<file path="config.mk">
export PLATFORM = sky130hd
export DESIGN_NAME = udp_ipv4_reply_header_builder
export DESIGN_NICKNAME = d
export VERILOG_FILES = /design/src/rtl/udprhb_pkg.sv /design/src/rtl/udprhb_accum.sv /design/src/rtl/udprhb_sum.sv /design/src/rtl/udprhb_out.sv /design/src/rtl/udp_ipv4_reply_header_builder.sv
export SDC_FILE = /design/constraint.sdc
export NUM_CORES = 1
export LEC_CHECK = 0
export BUFFER_PORTS_ARGS = -buffer_cell sky130_fd_sc_hd__buf_2
export CAP_MARGIN = 30
export CORE_MARGIN = 10
export CORE_UTILIZATION = 55
export CTS_CLUSTER_SIZE = 8
export DETAILED_ROUTE_END_ITERATION = 8
export PLACE_DENSITY = 0.74
export REMOVE_ABC_BUFFERS = 1
export SLEW_MARGIN = 30
export SYNTH_ARGS = -nofsm -noshare
export SYNTH_HDL_FRONTEND = slang
export SYNTH_SLANG_ARGS = --single-unit
</file>
<file path="constraint.sdc">
create_clock -name clk_i -period 17.8 [get_ports clk_i]
set_input_delay 1.78 -clock clk_i [delete_from_list [all_inputs] [get_ports clk_i]]
set_output_delay 1.78 -clock clk_i [all_outputs]
set_load 0.005 [all_outputs]
</file>
<file path="src/rtl/udprhb_pkg.sv">
// ============================================================================
// udprhb_pkg: shared types and constants of the UDP/IPv4 reply header builder
// Payload structs for both channels, stage records and a checksum fold helper.
// ============================================================================
`default_nettype none

package udprhb_pkg;

  // Widest register on the configuration port
  localparam int unsigned CfgW   = 16;
  localparam int unsigned CfgIdxW = 2;

  // Register indexes
  localparam logic [CfgIdxW-1:0] REG_IP_TOS  = 2'd0;
  localparam logic [CfgIdxW-1:0] REG_IP_TTL  = 2'd1;
  localparam logic [CfgIdxW-1:0] REG_IP_FRAG = 2'd2;

  // Register reset values
  localparam logic [7:0]  TosReset  = 8'h00;
  localparam logic [7:0]  TtlReset  = 8'd64;
  localparam logic [15:0] FragReset = 16'h4000;

  // Byte counter width, enough for the largest jumbo payload (8972)
  localparam int unsigned CountW = 14;
  // Raw checksum sums: at most ten 16-bit terms
  localparam int unsigned SumW   = 20;
  localparam int unsigned AddrW  = 18;

  localparam logic [15:0] IdentReset  = 16'h012a;
  localparam logic [7:0]  ProtoUdp    = 8'd17;
  localparam logic [7:0]  VerIhl      = 8'h45;
  localparam logic [15:0] IpUdpHdrLen = 16'd28;
  localparam logic [15:0] UdpHdrLen   = 16'd8;

  typedef struct packed {
    logic [7:0]  payload_byte;
    logic        has_byte;
    logic        last;
    logic [31:0] local_ip;
    logic [31:0] remote_ip;
    logic [15:0] src_port;
    logic [15:0] dst_port;
  } in_item_t;

  typedef struct packed {
    logic [10:0] ip_total_length;
    logic [15:0] ip_ident;
    logic [15:0] ip_header_sum;
    logic [10:0] udp_length;
    logic [15:0] udp_sum;
    logic        too_long;
  } out_item_t;

  typedef struct packed {
    logic [7:0]  ip_tos;
    logic [7:0]  ip_ttl;
    logic [15:0] ip_frag_word;
  } cfg_t;

  // Packet record handed from the accumulator to the sum stage
  typedef struct packed {
    logic [15:0]       payload_sum;
    logic [CountW-1:0] byte_count;
    logic              too_long;
    logic [15:0]       ident;
    logic [AddrW-1:0]  addr_sum;
    logic [15:0]       src_port;
    logic [15:0]       dst_port;
  } fin_t;

  // Unfolded checksum sums handed to the output stage
  typedef struct packed {
    logic [SumW-1:0] ip_sum;
    logic [SumW-1:0] udp_sum;
    logic [10:0]     tot_len;
    logic [10:0]     udp_len;
    logic [15:0]     ident;
    logic            too_long;
  } sum_t;

  // Fold a 20-bit sum into 16 bits with end-around carries
  function automatic logic [15:0] fold20(input logic [SumW-1:0] s);
    logic [16:0] t;
    logic [16:0] r;
    t = {1'b0, s[15:0]} + {13'd0, s[19:16]};
    r = {1'b0, t[15:0]} + {16'd0, t[16]};
    return r[15:0];
  endfunction

endpackage

`default_nettype wire

</file>
<file path="src/rtl/udprhb_accum.sv">
// ============================================================================
// udprhb_accum: payload accumulator
// Pairs payload bytes into network-order words, keeps the running ones'
// complement sum, byte count, overflow flag and IP ident counter, and
// registers one packet record on the last item.
// ============================================================================
`default_nettype none

module udprhb_accum #(
  parameter int unsigned MAX_PAYLOAD = 1472
) (
  input  wire                    clk_i,
  input  wire                    rst_ni,
  input  wire                    item_valid_i,
  input  udprhb_pkg::in_item_t   item_i,
  output logic                   item_ready_o,
  output logic                   fin_valid_o,
  output udprhb_pkg::fin_t       fin_o,
  input  wire                    fin_ready_i
);

  localparam logic [udprhb_pkg::CountW-1:0] MaxCount = udprhb_pkg::CountW'(MAX_PAYLOAD);

  // 16-bit ones' complement add
  function automatic logic [15:0] oc_add(input logic [15:0] a, input logic [15:0] b);
    logic [16:0] s;
    logic [16:0] r;
    s = {1'b0, a} + {1'b0, b};
    r = {1'b0, s[15:0]} + {16'd0, s[16]};
    return r[15:0];
  endfunction

  logic [15:0]                   psum_q, psum_d;
  logic [udprhb_pkg::CountW-1:0] count_q, count_d;
  logic [7:0]                    held_q, held_d;
  logic                          odd_q, odd_d;
  logic                          ovf_q, ovf_d;
  logic [15:0]                   ident_q, ident_d;
  logic                          fin_valid_q;
  udprhb_pkg::fin_t              fin_q, fin_d;

  logic                          fin_free;
  logic                          fire;
  logic                          take;
  logic [15:0]                   word;
  logic [15:0]                   psum_new;
  logic [udprhb_pkg::CountW-1:0] count_new;
  logic                          ovf_new;
  logic [15:0]                   ident_new;
  logic [udprhb_pkg::AddrW-1:0]  addr_sum;

  // Handshake: only a last item needs room in the record register
  assign fin_free     = !fin_valid_q || fin_ready_i;
  assign item_ready_o = !item_i.last || fin_free;
  assign fire         = item_valid_i && item_ready_o;

  // Byte is summed only below the length limit
  assign take = item_i.has_byte && (count_q < MaxCount);

  // Select the single word that this item adds to the sum
  always_comb begin
    word = 16'd0;
    if (take && odd_q) begin
      word = {held_q, item_i.payload_byte};
    end else if (take && item_i.last) begin
      word = {item_i.payload_byte, 8'h00};
    end else if (!take && odd_q && item_i.last) begin
      word = {held_q, 8'h00};
    end
  end

  assign psum_new  = oc_add(psum_q, word);
  assign count_new = count_q + udprhb_pkg::CountW'(take);
  assign ovf_new   = ovf_q || (item_i.has_byte && !take);
  assign ident_new = ident_q + 16'd1;
  assign addr_sum  = udprhb_pkg::AddrW'(item_i.local_ip[31:16])
                   + udprhb_pkg::AddrW'(item_i.local_ip[15:0])
                   + udprhb_pkg::AddrW'(item_i.remote_ip[31:16])
                   + udprhb_pkg::AddrW'(item_i.remote_ip[15:0]);

  // Next packet state
  always_comb begin
    psum_d  = psum_q;
    count_d = count_q;
    held_d  = held_q;
    odd_d   = odd_q;
    ovf_d   = ovf_q;
    ident_d = ident_q;
    if (fire) begin
      if (item_i.last) begin
        psum_d  = 16'd0;
        count_d = '0;
        held_d  = 8'h00;
        odd_d   = 1'b0;
        ovf_d   = 1'b0;
        ident_d = ident_new;
      end else begin
        psum_d  = psum_new;
        count_d = count_new;
        ovf_d   = ovf_new;
        if (take) begin
          odd_d = !odd_q;
          if (!odd_q) begin
            held_d = item_i.payload_byte;
          end
        end
      end
    end
  end

  // Packet record
  always_comb begin
    fin_d.payload_sum = psum_new;
    fin_d.byte_count  = count_new;
    fin_d.too_long    = ovf_new;
    fin_d.ident       = ident_new;
    fin_d.addr_sum    = addr_sum;
    fin_d.src_port    = item_i.src_port;
    fin_d.dst_port    = item_i.dst_port;
  end

  always_ff @(posedge clk_i or negedge rst_ni) begin
    if (!rst_ni) begin
      psum_q      <= 16'd0;
      count_q     <= '0;
      held_q      <= 8'h00;
      odd_q       <= 1'b0;
      ovf_q       <= 1'b0;
      ident_q     <= udprhb_pkg::IdentReset;
      fin_valid_q <= 1'b0;
    end else begin
      psum_q  <= psum_d;
      count_q <= count_d;
      held_q  <= held_d;
      odd_q   <= odd_d;
      ovf_q   <= ovf_d;
      ident_q <= ident_d;
      if (fin_free) begin
        fin_valid_q <= fire && item_i.last;
      end
    end
  end

  always_ff @(posedge clk_i) begin
    if (fin_free && fire && item_i.last) begin
      fin_q <= fin_d;
    end
  end

  assign fin_valid_o = fin_valid_q;
  assign fin_o       = fin_q;

endmodule

`default_nettype wire

</file>
<file path="src/rtl/udprhb_sum.sv">
// ============================================================================
// udprhb_sum: header sum stage
// Builds the lengths and the unfolded IPv4 header and UDP checksum sums
// from one packet record and the configured header fields.
// ============================================================================
`default_nettype none

module udprhb_sum (
  input  wire                clk_i,
  input  wire                rst_ni,
  input  udprhb_pkg::cfg_t   cfg_i,
  input  wire                fin_valid_i,
  input  udprhb_pkg::fin_t   fin_i,
  output logic               fin_ready_o,
  output logic               sum_valid_o,
  output udprhb_pkg::sum_t   sum_o,
  input  wire                sum_ready_i
);

  localparam int unsigned SW = udprhb_pkg::SumW;

  logic             sum_valid_q;
  udprhb_pkg::sum_t sum_q, sum_d;
  logic [15:0]      tot16;
  logic [15:0]      ulen16;

  assign fin_ready_o = !sum_valid_q || sum_ready_i;

  // Length words as they appear in the headers
  assign tot16  = 16'(fin_i.byte_count) + udprhb_pkg::IpUdpHdrLen;
  assign ulen16 = 16'(fin_i.byte_count) + udprhb_pkg::UdpHdrLen;

  always_comb begin
    sum_d.ip_sum = SW'({udprhb_pkg::VerIhl, cfg_i.ip_tos})
                 + SW'(tot16)
                 + SW'(fin_i.ident)
                 + SW'(cfg_i.ip_frag_word)
                 + SW'({cfg_i.ip_ttl, udprhb_pkg::ProtoUdp})
                 + SW'(fin_i.addr_sum);
    // Pseudo header, UDP header (length counted twice) and payload
    sum_d.udp_sum = SW'(fin_i.addr_sum)
                  + SW'(udprhb_pkg::ProtoUdp)
                  + SW'({ulen16, 1'b0})
                  + SW'(fin_i.src_port)
                  + SW'(fin_i.dst_port)
                  + SW'(fin_i.payload_sum);
    sum_d.tot_len  = tot16[10:0];
    sum_d.udp_len  = ulen16[10:0];
    sum_d.ident    = fin_i.ident;
    sum_d.too_long = fin_i.too_long;
  end

  always_ff @(posedge clk_i or negedge rst_ni) begin
    if (!rst_ni) begin
      sum_valid_q <= 1'b0;
    end else if (fin_ready_o) begin
      sum_valid_q <= fin_valid_i;
    end
  end

  always_ff @(posedge clk_i) begin
    if (fin_ready_o && fin_valid_i) begin
      sum_q <= sum_d;
    end
  end

  assign sum_valid_o = sum_valid_q;
  assign sum_o       = sum_q;

endmodule

`default_nettype wire

</file>
<file path="src/rtl/udprhb_out.sv">
// ============================================================================
// udprhb_out: checksum finish and result register
// Folds and complements both sums, maps a zero UDP checksum to 0xFFFF and
// holds the result until the receiver takes it.
// ============================================================================
`default_nettype none

module udprhb_out (
  input  wire                 clk_i,
  input  wire                 rst_ni,
  input  wire                 sum_valid_i,
  input  udprhb_pkg::sum_t    sum_i,
  output logic                sum_ready_o,
  output logic                out_valid_o,
  output udprhb_pkg::out_item_t out_data_o,
  input  wire                 out_ready_i
);

  logic                  out_valid_q;
  udprhb_pkg::out_item_t out_q, out_d;
  logic [15:0]           udp_cs;

  assign sum_ready_o = !out_valid_q || out_ready_i;

  assign udp_cs = ~udprhb_pkg::fold20(sum_i.udp_sum);

  always_comb begin
    out_d.ip_total_length = sum_i.tot_len;
    out_d.ip_ident        = sum_i.ident;
    out_d.ip_header_sum   = ~udprhb_pkg::fold20(sum_i.ip_sum);
    out_d.udp_length      = sum_i.udp_len;
    // Zero means "no checksum" in UDP, so send all ones instead
    out_d.udp_sum         = (udp_cs == 16'h0000) ? 16'hffff : udp_cs;
    out_d.too_long        = sum_i.too_long;
  end

  always_ff @(posedge clk_i or negedge rst_ni) begin
    if (!rst_ni) begin
      out_valid_q <= 1'b0;
    end else if (sum_ready_o) begin
      out_valid_q <= sum_valid_i;
    end
  end

  always_ff @(posedge clk_i) begin
    if (sum_ready_o && sum_valid_i) begin
      out_q <= out_d;
    end
  end

  assign out_valid_o = out_valid_q;
  assign out_data_o  = out_q;

endmodule

`default_nettype wire

</file>
<file path="src/rtl/udp_ipv4_reply_header_builder.sv">
// ============================================================================
// udp_ipv4_reply_header_builder: IPv4/UDP reply header field generator
// Sums a UDP payload byte by byte and produces the lengths, IP ident and
// both checksums of the reply header on the last byte of each packet.
// ============================================================================
// Usage:
//   Input channel (in_valid_i/in_ready_o/in_data_i) carries one payload byte
//   per transfer; the transfer flagged last closes the packet and also
//   supplies addresses and ports. A transfer with has_byte low and last high
//   closes the packet without adding a byte; one with both low is dropped.
//   Output channel (out_valid_o/out_ready_i/out_data_o) carries one header
//   result per packet.
//   Throughput: one transfer per clock while in_ready_o is high, set by the
//   combinational ones' complement add in the accumulator stage.
//   After the last transfer is taken, the result passes the input register,
//   accumulator record, sum stage and result register before it is valid.
//   Reset clears all packet state, sets the IP ident counter to 0x12a and
//   the registers to TOS 0, TTL 64, flags/fragment 0x4000.
//   When the receiver stalls, the result and up to two more packet records
//   wait in the pipeline; payload bytes still flow until a last transfer
//   finds no free slot, then in_ready_o drops.
//   Configuration writes (cfg_we_i) take effect at once and must be made
//   while no packet is in flight. Bytes past MAX_PAYLOAD set too_long.
// ============================================================================
`default_nettype none

module udp_ipv4_reply_header_builder #(
  parameter int unsigned MAX_PAYLOAD = 1472
) (
  input  wire                                 clk_i,
  input  wire                                 rst_ni,
  input  wire                                 in_valid_i,
  output logic                                in_ready_o,
  input  udprhb_pkg::in_item_t                in_data_i,
  output logic                                out_valid_o,
  input  wire                                 out_ready_i,
  output udprhb_pkg::out_item_t               out_data_o,
  input  wire                                 cfg_we_i,
  input  wire  [udprhb_pkg::CfgIdxW-1:0]      cfg_idx_i,
  input  wire  [udprhb_pkg::CfgW-1:0]         cfg_wdata_i
);

  udprhb_pkg::cfg_t     cfg_q;
  logic                 in_valid_q;
  udprhb_pkg::in_item_t in_q;
  logic                 acc_ready;
  logic                 fin_valid;
  udprhb_pkg::fin_t     fin;
  logic                 fin_ready;
  logic                 sum_valid;
  udprhb_pkg::sum_t     sum;
  logic                 sum_ready;

  // Configuration registers
  always_ff @(posedge clk_i or negedge rst_ni) begin
    if (!rst_ni) begin
      cfg_q.ip_tos       <= udprhb_pkg::TosReset;
      cfg_q.ip_ttl       <= udprhb_pkg::TtlReset;
      cfg_q.ip_frag_word <= udprhb_pkg::FragReset;
    end else if (cfg_we_i) begin
      case (cfg_idx_i)
        udprhb_pkg::REG_IP_TOS:  cfg_q.ip_tos       <= cfg_wdata_i[7:0];
        udprhb_pkg::REG_IP_TTL:  cfg_q.ip_ttl       <= cfg_wdata_i[7:0];
        udprhb_pkg::REG_IP_FRAG: cfg_q.ip_frag_word <= cfg_wdata_i[15:0];
        default: begin
        end
      endcase
    end
  end

  // Input register
  assign in_ready_o = !in_valid_q || acc_ready;

  always_ff @(posedge clk_i or negedge rst_ni) begin
    if (!rst_ni) begin
      in_valid_q <= 1'b0;
    end else if (in_ready_o) begin
      in_valid_q <= in_valid_i;
    end
  end

  always_ff @(posedge clk_i) begin
    if (in_ready_o && in_valid_i) begin
      in_q <= in_data_i;
    end
  end

  udprhb_accum #(
    .MAX_PAYLOAD (MAX_PAYLOAD)
  ) u_accum (
    .clk_i        (clk_i),
    .rst_ni       (rst_ni),
    .item_valid_i (in_valid_q),
    .item_i       (in_q),
    .item_ready_o (acc_ready),
    .fin_valid_o  (fin_valid),
    .fin_o        (fin),
    .fin_ready_i  (fin_ready)
  );

  udprhb_sum u_sum (
    .clk_i       (clk_i),
    .rst_ni      (rst_ni),
    .cfg_i       (cfg_q),
    .fin_valid_i (fin_valid),
    .fin_i       (fin),
    .fin_ready_o (fin_ready),
    .sum_valid_o (sum_valid),
    .sum_o       (sum),
    .sum_ready_i (sum_ready)
  );

  udprhb_out u_out (
    .clk_i       (clk_i),
    .rst_ni      (rst_ni),
    .sum_valid_i (sum_valid),
    .sum_i       (sum),
    .sum_ready_o (sum_ready),
    .out_valid_o (out_valid_o),
    .out_data_o  (out_data_o),
    .out_ready_i (out_ready_i)
  );

endmodule

`default_nettype wire
</file>
Word level (Yosys, flattened, before mapping)
Cells that the tools add are included.
{"block": "op_classes", "n_eq_ne": 3, "n_lt_le_gt_ge": 1, "shift": 0, "addsub": 23, "n_div": 0, "multipliers": 0, "bitwise_logic": 2, "reduce_logical": 35, "n_mux": 11}
{"cell": "adder 20 x 16 -> 20 bit", "count": 6}
{"cell": "2-to-1 mux 16 bit", "count": 4}
{"cell": "adder 16 x 1 -> 16 bit", "count": 3}
{"cell": "adder 18 x 16 -> 18 bit", "count": 2}
{"cell": "adder 16 x 16 -> 17 bit", "count": 2}
{"cell": "adder 16 x 4 -> 17 bit", "count": 2}
{"cell": "NOT 16 bit", "count": 2}
{"cell": "2-to-1 mux 8 bit", "count": 3}
{"cell": "adder 20 x 17 -> 20 bit", "count": 1}
{"cell": "adder 20 x 18 -> 20 bit", "count": 1}
{"cell": "adder 18 x 5 -> 19 bit (second input constant)", "count": 1}
{"cell": "adder 15 x 16 -> 17 bit", "count": 1}
{"cell": "adder 16 x 1 -> 16 bit (second input constant)", "count": 1}
{"cell": "logical NOT 16 bit", "count": 1}
{"cell": "adder 14 x 4 -> 15 bit (second input constant)", "count": 1}
{"cell": "adder 14 x 5 -> 15 bit (second input constant)", "count": 1}
{"cell": "adder 14 x 1 -> 14 bit", "count": 1}
{"cell": "less-than comparator 14 x 11 -> 1 bit (second input constant)", "count": 1}
{"cell": "2-to-1 mux 14 bit", "count": 1}
{"cell": "logical AND 1 bit", "count": 13}
{"cell": "AND reduction 2 bit", "count": 5}
{"cell": "logical NOT 1 bit", "count": 7}
{"cell": "logical OR 1 bit", "count": 6}
{"cell": "2-to-1 mux 1 bit", "count": 3}
{"cell": "6 further kinds", "count": 6}
{"block": "word_totals", "out_inout_bits": 73, "mem_bits_rw": 0, "rom_bits": 0, "elab_cells": 114, "n_memories": 0, "regBits": 445, "input_bits": 129, "latch_bits": 0}

Longest topological paths before layout
Gate-level depths: netlist of run 1.
{"block": "logic_depth", "ltp_word": 11, "mapped_depth": 25, "depth_no_buf": 25}

By module
Synthesis of run 1 repeated with hierarchy kept, for this count alone.
{"block": "hier_totals", "hier_cells": 1898, "hier_area_um2": 24503.5}
{"module": "udprhb_accum", "area_each_um2": 8190.4, "cells_each": 649, "seq_area_each_um2": 4344.2, "n_inst": 1}
{"module": "udprhb_sum", "area_each_um2": 7792.5, "cells_each": 731, "seq_area_each_um2": 2337.2, "n_inst": 1}
{"module": "udp_ipv4_reply_header_builder", "area_each_um2": 4451.8, "cells_each": 178, "seq_area_each_um2": 4011.3, "n_inst": 1}
{"module": "udprhb_out", "area_each_um2": 4068.9, "cells_each": 340, "seq_area_each_um2": 2157.1, "n_inst": 1}

Least setup slack after synthesis of run 1
No wires, ideal clock.
{"block": "synth_timing", "kind": "input-to-reg", "startpoint": "input port out_ready_i", "endpoint": "register u_accum.ident_q[10]", "t_required_ns": 17.669, "setup_ns": 0.131, "cell_stages": 9, "path_buffers": 1, "path_slack_ns": 11.844, "arrival_time_ns": 5.826, "cell_sequence": "nor2b_1 -> and3_1 -> nand2_1 -> and2_1 -> nand2_1 -> inv_1 -> buf_1 -> nand2_1 -> xnor2_1"}
{"block": "synth_between", "elab_chain_len": 6}
{"item": "start: declaration", "line": "udp_ipv4_reply_header_builder.sv:36", "source": "input wire out_ready_i,"}
{"item": "logical OR 1 bit", "line": "udprhb_out.sv:23", "source": "assign sum_ready_o = !out_valid_q || out_ready_i;"}
{"item": "logical OR 1 bit", "line": "udprhb_sum.sv:27", "source": "assign fin_ready_o = !sum_valid_q || sum_ready_i;"}
{"item": "logical OR 1 bit", "line": "udprhb_accum.sv:53", "source": "assign fin_free = !fin_valid_q || fin_ready_i;"}
{"item": "logical OR 1 bit", "line": "udprhb_accum.sv:54", "source": "assign item_ready_o = !item_i.last || fin_free;"}
{"item": "logical AND 1 bit", "line": "udprhb_accum.sv:55", "source": "assign fire = item_valid_i && item_ready_o;"}
{"item": "AND reduction 2 bit (no source line)"}
{"item": "end signal: assignment", "line": "udprhb_accum.sv:129", "source": "ident_q <= udprhb_pkg::IdentReset;"}
{"item": "end signal: assignment", "line": "udprhb_accum.sv:137", "source": "ident_q <= ident_d;"}
{"item": "end: declaration", "line": "udprhb_accum.sv:38", "source": "logic [15:0] ident_q, ident_d;"}
Every way passes these cells.
A chain may end at the register's enable or synchronous reset.

==> results of run 1 <==
[critical path, cell delays in order (launching register included)]
cell and delay, ps:
edfxtp_1 440, inv_1 220, ha_1 230, nor2b_1 240
nor2b_1 90, xor2_1 180, ha_1 230, a2111oi_0 610
nor3b_1 160, nor3_1 270, o21ai_0 240, xnor2_1 270
fa_1 470, fa_1 560, fa_1 430, ha_1 270
or3_1 390, o31ai_1 480, o2111ai_1 210, a21oi_1 210
xnor2_1 100
[Yosys cell counts (6+ instances only)]
master    number
nand2_1      103
edfxtp_1     349
clkbuf_1      19
inv_1        233
nor3_1        40
o21ai_0       48
o21a_1        14
a21o_1        25
a21oi_1       58
and2_1        16
a21boi_0       7
o21ai_1        6
xnor2_1      132
fa_1         108
a31oi_1       14
or3_1         10
dfrtp_1       86
nor2b_1       22
a211oi_1       7
nand2b_1      16
dfstp_2        6
nor2_1        78
nand4_1       20
ha_1         130
xor2_1        78
or2_2          9
a22o_1        33
o21bai_1       8
mux2_2        32
and3_1        35
nand2_2        9
o31ai_1        7
nand3_1       54
[worst min path at each step]
stage | cells past startpoint | slack (ps) | start | end
after floorplan | 0 | 400 | in_q[0]$_DFFE_PP_ | u_accum.fin_o[0]$_DFFE_PP_
after global placement | 0 | 400 | u_sum.sum_o[25]$_DFFE_PP_ | u_out.out_data_o[25]$_DFFE_PP_
after detailed placement | 0 | 400 | in_q[18]$_DFFE_PP_ | u_accum.fin_o[18]$_DFFE_PP_
after CTS | 0 | 420 | in_q[18]$_DFFE_PP_ | u_accum.fin_o[18]$_DFFE_PP_
after global routing | 0 | 420 | u_sum.sum_o[3]$_DFFE_PP_ | u_out.out_data_o[46]$_DFFE_PP_
final | 0 | 420 | in_q[24]$_DFFE_PP_ | u_accum.fin_o[24]$_DFFE_PP_
[layer usage]
| layer | vias to the layer above | wire, µm |
|---|---|---|
| li1 | 7207 | - |
| met1 | 7219 | 23200 |
| met2 | 425 | 24800 |
| met3 | 100 | 2910 |
| met4 | 0 | 1860 |
| met5 | - | 0 |
[power breakdown]
| part | switching (mW) | leakage, nW | internal [mW] | total, mW |
|---|---|---|---|---|
| clock network | 0.426 | 0.843 | 0.649 | 1.07 |
| registers | 0.122 | 4.49 | 1.41 | 1.53 |
| logic | 1.20 | 6.48 | 0.913 | 2.11 |
| total | 1.75 | 11.8 | 2.97 | 4.72 |
[cell families after synthesis]
group / Yosys count
and+or+nand+nor: 447
DFF: 441
AOI/OAI and AO/OA: 270
buffers and inverters: 258
adders and majority gates: 240
xor gates and xnor gates: 211
muxes: 36
[state kept, by name, summed over array words and instances (netlist names), 8 cells and up]
register	count
u_accum.psum_q	16
cfg_q	32
u_accum.held_q	8
u_accum.fin_o	97
u_sum.sum_o	77
in_q	106
u_out.out_data_o	69
u_accum.count_q	14
u_accum.ident_q	16
[area by class of cell]
| cell class | count | area [µm²] |
|---|---|---|
| well taps | 585 | 732 |
| diodes | 2 | 5.00 |
| multi-input cells | 1204 | 10300 |
| fillers | 3315 | 15600 |
| clock buffers | 111 | 1740 |
| flip-flops and latches | 441 | 12800 |
| clock inverters | 3 | 45.0 |
| repair buffers | 211 | 1110 |
| inverters | 234 | 881 |
==> results_dict.tcl, run 1 <==
set metrics [dict create \
    fin_cells 2791 \
    place_ws_ps 11380 \
    start_util 0.557 \
    criticalPathCategory "reg -> reg" \
    synthFlopType "edfxtp_1" \
    ys_seq_area_frac 0.532 \
    clk_latency_ps 620 \
    synth.avg_cell_area_um2 12.6 \
    grt_antenna_before_repair 1 \
    cts_resized 0 \
    synth-seq-cells 441 \
    hpwlAfterDp_um 40600 \
    reg2reg_slack_ps 11250 \
    cts_setup_buffers 0 \
    end_kind "flip-flop" \
    worst_ep_arrival_time_ps 6910 \
    synth-edff-count 349 \
    routed_wl_um 52800 \
    met2_usage 0.327 \
    fin_crit_sh 0.368 \
    power_leakage_nw 11.8 \
    placed_cell_area_um2 25800 \
    hold_class "reg -> reg" \
    vias_per_cell 5.36 \
    outcome "completed" \
    synth.area.mux_share 0.0166 \
    synth_area_leaders "edfxtp_1 (44%), fa_1 (9.0%), dfrtp_1 (8.9%)" \
    root_buffer "clkbuf_16" \
    synth_xor_xnor_area_share 0.0772 \
    rsz0062_at_grt "false" \
    reg2reg_to "u_sum.sum_o[77]$_DFFE_PP_" \
    max_slew_margin 0.397 \
    synth_top_family_by_area "adder cells" \
    areaGrowthSynthToFinish_pct 14.7 \
    setup_tns_ps 0 \
    die_x_um 229 \
    yosysWarnings 0 \
    row_count 76 \
    first_iter_violations 1155 \
    reg2reg_from "u_accum.fin_o[70]$_DFFE_PP_" \
    crit_fanout 5 \
    clkTransAtPathRegs_ps 50 \
    p_total_mw 4.72 \
    min_period_ps 6550 \
    grt_use_met1 0.262 \
    syn_inst 1903 \
    setup_viol 0 \
    synth_cell_types 79 \
    cts_tree "yes" \
    crit_start "u_accum.fin_o[70]$_DFFE_PP_" \
    clockBufferDepth 3 \
    syn_area_um2 24000 \
    drt_first_pass_iters 5 \
    cts_made_buffers 61 \
    grt_pass1_wl_um 84300 \
    synth_compound_area_frac 0.0780 \
    grt_use_total 0.202 \
    endpoint "u_sum.sum_o[77]$_DFFE_PP_" \
    die_area_um2 52500 \
    io_buffers 201 \
    grt.busiest_layer "met2" \
    fin_nets 2520 \
    yosys.area.top_type_share 0.436 \
    overflow 0 \
    grt_max_degree 82 \
    async_flop_share 0.209 \
    placed_cells 2673 \
    cts.sinks 441 \
    drv_slew 0 \
    worstMarginPinSlew_ps 904 \
    clock.fmax_mhz 153 \
    use_met3 0.0410 \
    grt_pass1_vias 15700 \
    synthAdderAreaFrac 0.158 \
    layout_commonest_cell "edfxtp_1" \
    hold_violations 0 \
    cts_hold_buf 0 \
    drive_gt1_frac 0.163 \
    fin_hold_ws_ps 416 \
    powerDensity_nw_per_um2 171 \
    drc 0 \
    gp_congestion 0.898 \
    peakVddDrop_v 0.000135 \
    fp.coreArea_um2 43200 \
    final_cell_area_um2 27600 \
    cp-start-kind "flip-flop" \
    fin_util 0.639 \
    required_ps 18160 \
    clock_skew_ps 21.8 \
    die_y_um 229 \
    ios 202 \
    vias 15000 \
    cap_violations 0 \
    wl_per_cell_um 18.9 \
    detail-route-antenna-nets 0 \
    layout_common_cells "edfxtp_1 (349), inv_1 (232), buf_2 (200)" \
    yosys.area.top_type "edfxtp_1" \
    htree_levels 2 \
    fin_ws_ps 11250 \
    synth-simple-area-share 0.0971 \
    r2r.worst_path.cells 20 \
]
No activity file was read; power rests on OpenSTA's default activity.
==> inputs of run 2 (changes only) <==
Settings changed: PLACE_DENSITY 0.74 to 0.77.
Clock period 17.8 ns to 5.82 ns, I/O delays scaled along.
==> run 2 against run 1 <==
  * Design area up 1.6%
  * Via count is 1.5% higher
  * Flip-flop and latch count unchanged
==> results_dict.tcl, run 2 (synthesis gave the netlist of run 1 again) <==
set metrics [dict create \
    detail-route-antenna-nets 0 \
    clock.fmax_mhz 177 \
    overflow 0 \
    power_leakage_nw 12.0 \
    setup_tns_ps 0 \
    die_area_um2 52500 \
    drc 0 \
    cap_violations 0 \
    hpwlAfterDp_um 40600 \
    routed_wl_um 53200 \
    placed_cell_area_um2 26000 \
    hold_violations 0 \
    fill_cells 3251 \
    cts.sinks 441 \
    worst_ep_arrival_time_ps 6000 \
    layout_common_cells "edfxtp_1 (349), inv_1 (230), buf_2 (200)" \
    fin_nets 2560 \
    grt_max_degree 70 \
    hold_class "in -> async" \
    final_cell_area_um2 28000 \
    worstMarginPinSlew_ps 904 \
    required_ps 6170 \
    critPathSlowestCell "fa_1" \
    r2r.worst_path.cells 26 \
    row_count 76 \
    reg2reg_from "u_accum.fin_o[70]$_DFFE_PP_" \
    drive_gt1_frac 0.188 \
    die_x_um 229 \
    regArea_um2 12800 \
    root_buffer "clkbuf_16" \
    clk_latency_ps 600 \
    end_kind "flip-flop" \
    cp_slowest_stage_delay_ps 520 \
    fp.coreArea_um2 43200 \
    vias_per_cell 5.36 \
    place_ws_ps -246 \
    cts_hold_buf 0 \
    crit_start "u_accum.fin_o[70]$_DFFE_PP_" \
    powerDensity_nw_per_um2 533 \
    wl_per_cell_um 18.8 \
    clockBufferDepth 3 \
    fin_crit_sh 0.971 \
    drt_first_pass_iters 7 \
    clkTransAtPathRegs_ps 50 \
    reg2reg_slack_ps 170 \
    min_period_ps 5650 \
    layout_commonest_cell "edfxtp_1" \
    peakVddDrop_v 0.000493 \
    areaGrowthSynthToFinish_pct 16.5 \
    grt_antenna_before_repair 2 \
    max_slew_margin 0.397 \
    cp-start-kind "flip-flop" \
    die_y_um 229 \
    regMostFlops "in_q" \
    clock_skew_ps 20.2 \
    multi_input_area_um2 10500 \
    criticalPathCategory "reg -> reg" \
    cts_made_buffers 61 \
    fin_util 0.649 \
    grt_use_total 0.202 \
    crit_fanout 4 \
    htree_levels 2 \
    grt_pass1_vias 15600 \
    vias 15200 \
    cts_tree "yes" \
    outcome "completed" \
    gp_congestion 0.901 \
    endpoint "u_sum.sum_o[75]$_DFFE_PP_" \
    drv_slew 0 \
    largest_reg_flops 106 \
    setup_viol 0 \
    fin_ws_ps 167 \
    start_util 0.557 \
    reg2reg_to "u_sum.sum_o[75]$_DFFE_PP_" \
    io_buffers 201 \
    first_iter_violations 1126 \
    ios 202 \
    grt_pass1_wl_um 84200 \
]
-- run 2: changes by cell type in the layout (fill, tap and decap cells not counted), moves of 2 or more --
cell / previous run / this run
xnor2_1: 132 / 128
ha_4: 0 / 2
ha_1: 130 / 127
a21oi_2: 1 / 4
xnor2_2: 1 / 5
buf_4: 8 / 50
a21oi_1: 58 / 54
o21ai_1: 6 / 12
inv_2: 1 / 3
inv_1: 232 / 230
o21ai_0: 48 / 41
-- run 2: layer usage --
metal  global-route usage  up-vias  wire, µm
li1                     -     7274         -
met1                0.262     7322     23100
met2                0.333      464     25400
met3               0.0384      106      3120
met4               0.0720        2      1650
met5                    0        -        13
-- run 2: through the flow --
| stage | cells | hold slack (ps) | power (mW) |
|---|---|---|---|
| floorplan | 1879 | 286 | 9.45 |
| global placement | 2711 | 404 | 11.1 |
| detailed placement | 2711 | 405 | 11.3 |
| CTS | 2825 | 13.2 | 14.8 |
| global route | 2828 | 44.5 | 16.1 |
| finish | 2829 | 17.2 | 14.9 |
-- run 2: area by class of cell --
cell class                      count  share of cell area
Sequential cell                   441               0.457
Multi-Input combinational cell   1204               0.373
Clock buffer                      111              0.0627
Timing Repair Buffer              251              0.0495
Inverter                          234              0.0314
Tap cell                          585              0.0261
Clock inverter                      2            0.000581
Antenna cell                        1           0.0000893
-- run 2: worst min path at each step --
stage	from	endpoint	slack [ps]	depth (start not counted)
2_1_floorplan	rst_ni	cfg_q[0]$_DFFE_PN0P_	290	0
6_report	rst_ni	u_accum.ident_q[15]$_DFFE_PN0P_	20	1
3_5_place_dp	in_q[24]$_DFFE_PP_	u_accum.fin_o[24]$_DFFE_PP_	400	0
4_1_cts	rst_ni	u_accum.ident_q[15]$_DFFE_PN0P_	10	1
3_3_place_gp	u_sum.sum_o[17]$_DFFE_PP_	u_out.out_data_o[17]$_DFFE_PP_	400	0
5_1_grt	rst_ni	u_accum.ident_q[15]$_DFFE_PN0P_	40	1
-- run 2: critical path, delay by kind of cell, from the launching register on --
family,cells,cell delay (ps)
adders and majority gates,6,2140
buffers and inverters,6,650
and+or+nand+nor,6,1070
AOI/OAI and AO/OA,5,690
DFF,1,370
xor gates and xnor gates,3,490
-- run 2: report_power, final --
group          switching, mW  internal, mW  total (mW)  leakage, nW
clock                   1.27          2.00        3.27        0.838
combinational           3.85          3.14        6.99         6.70
sequential             0.363          4.31        4.68         4.49
-- run 2: timing repair --
item | CTS | global route
pin swaps | 5 | 14
buffers inserted | 1 | 2
resized for setup | 14 | 24
setup endpoints to repair | 6 | 6
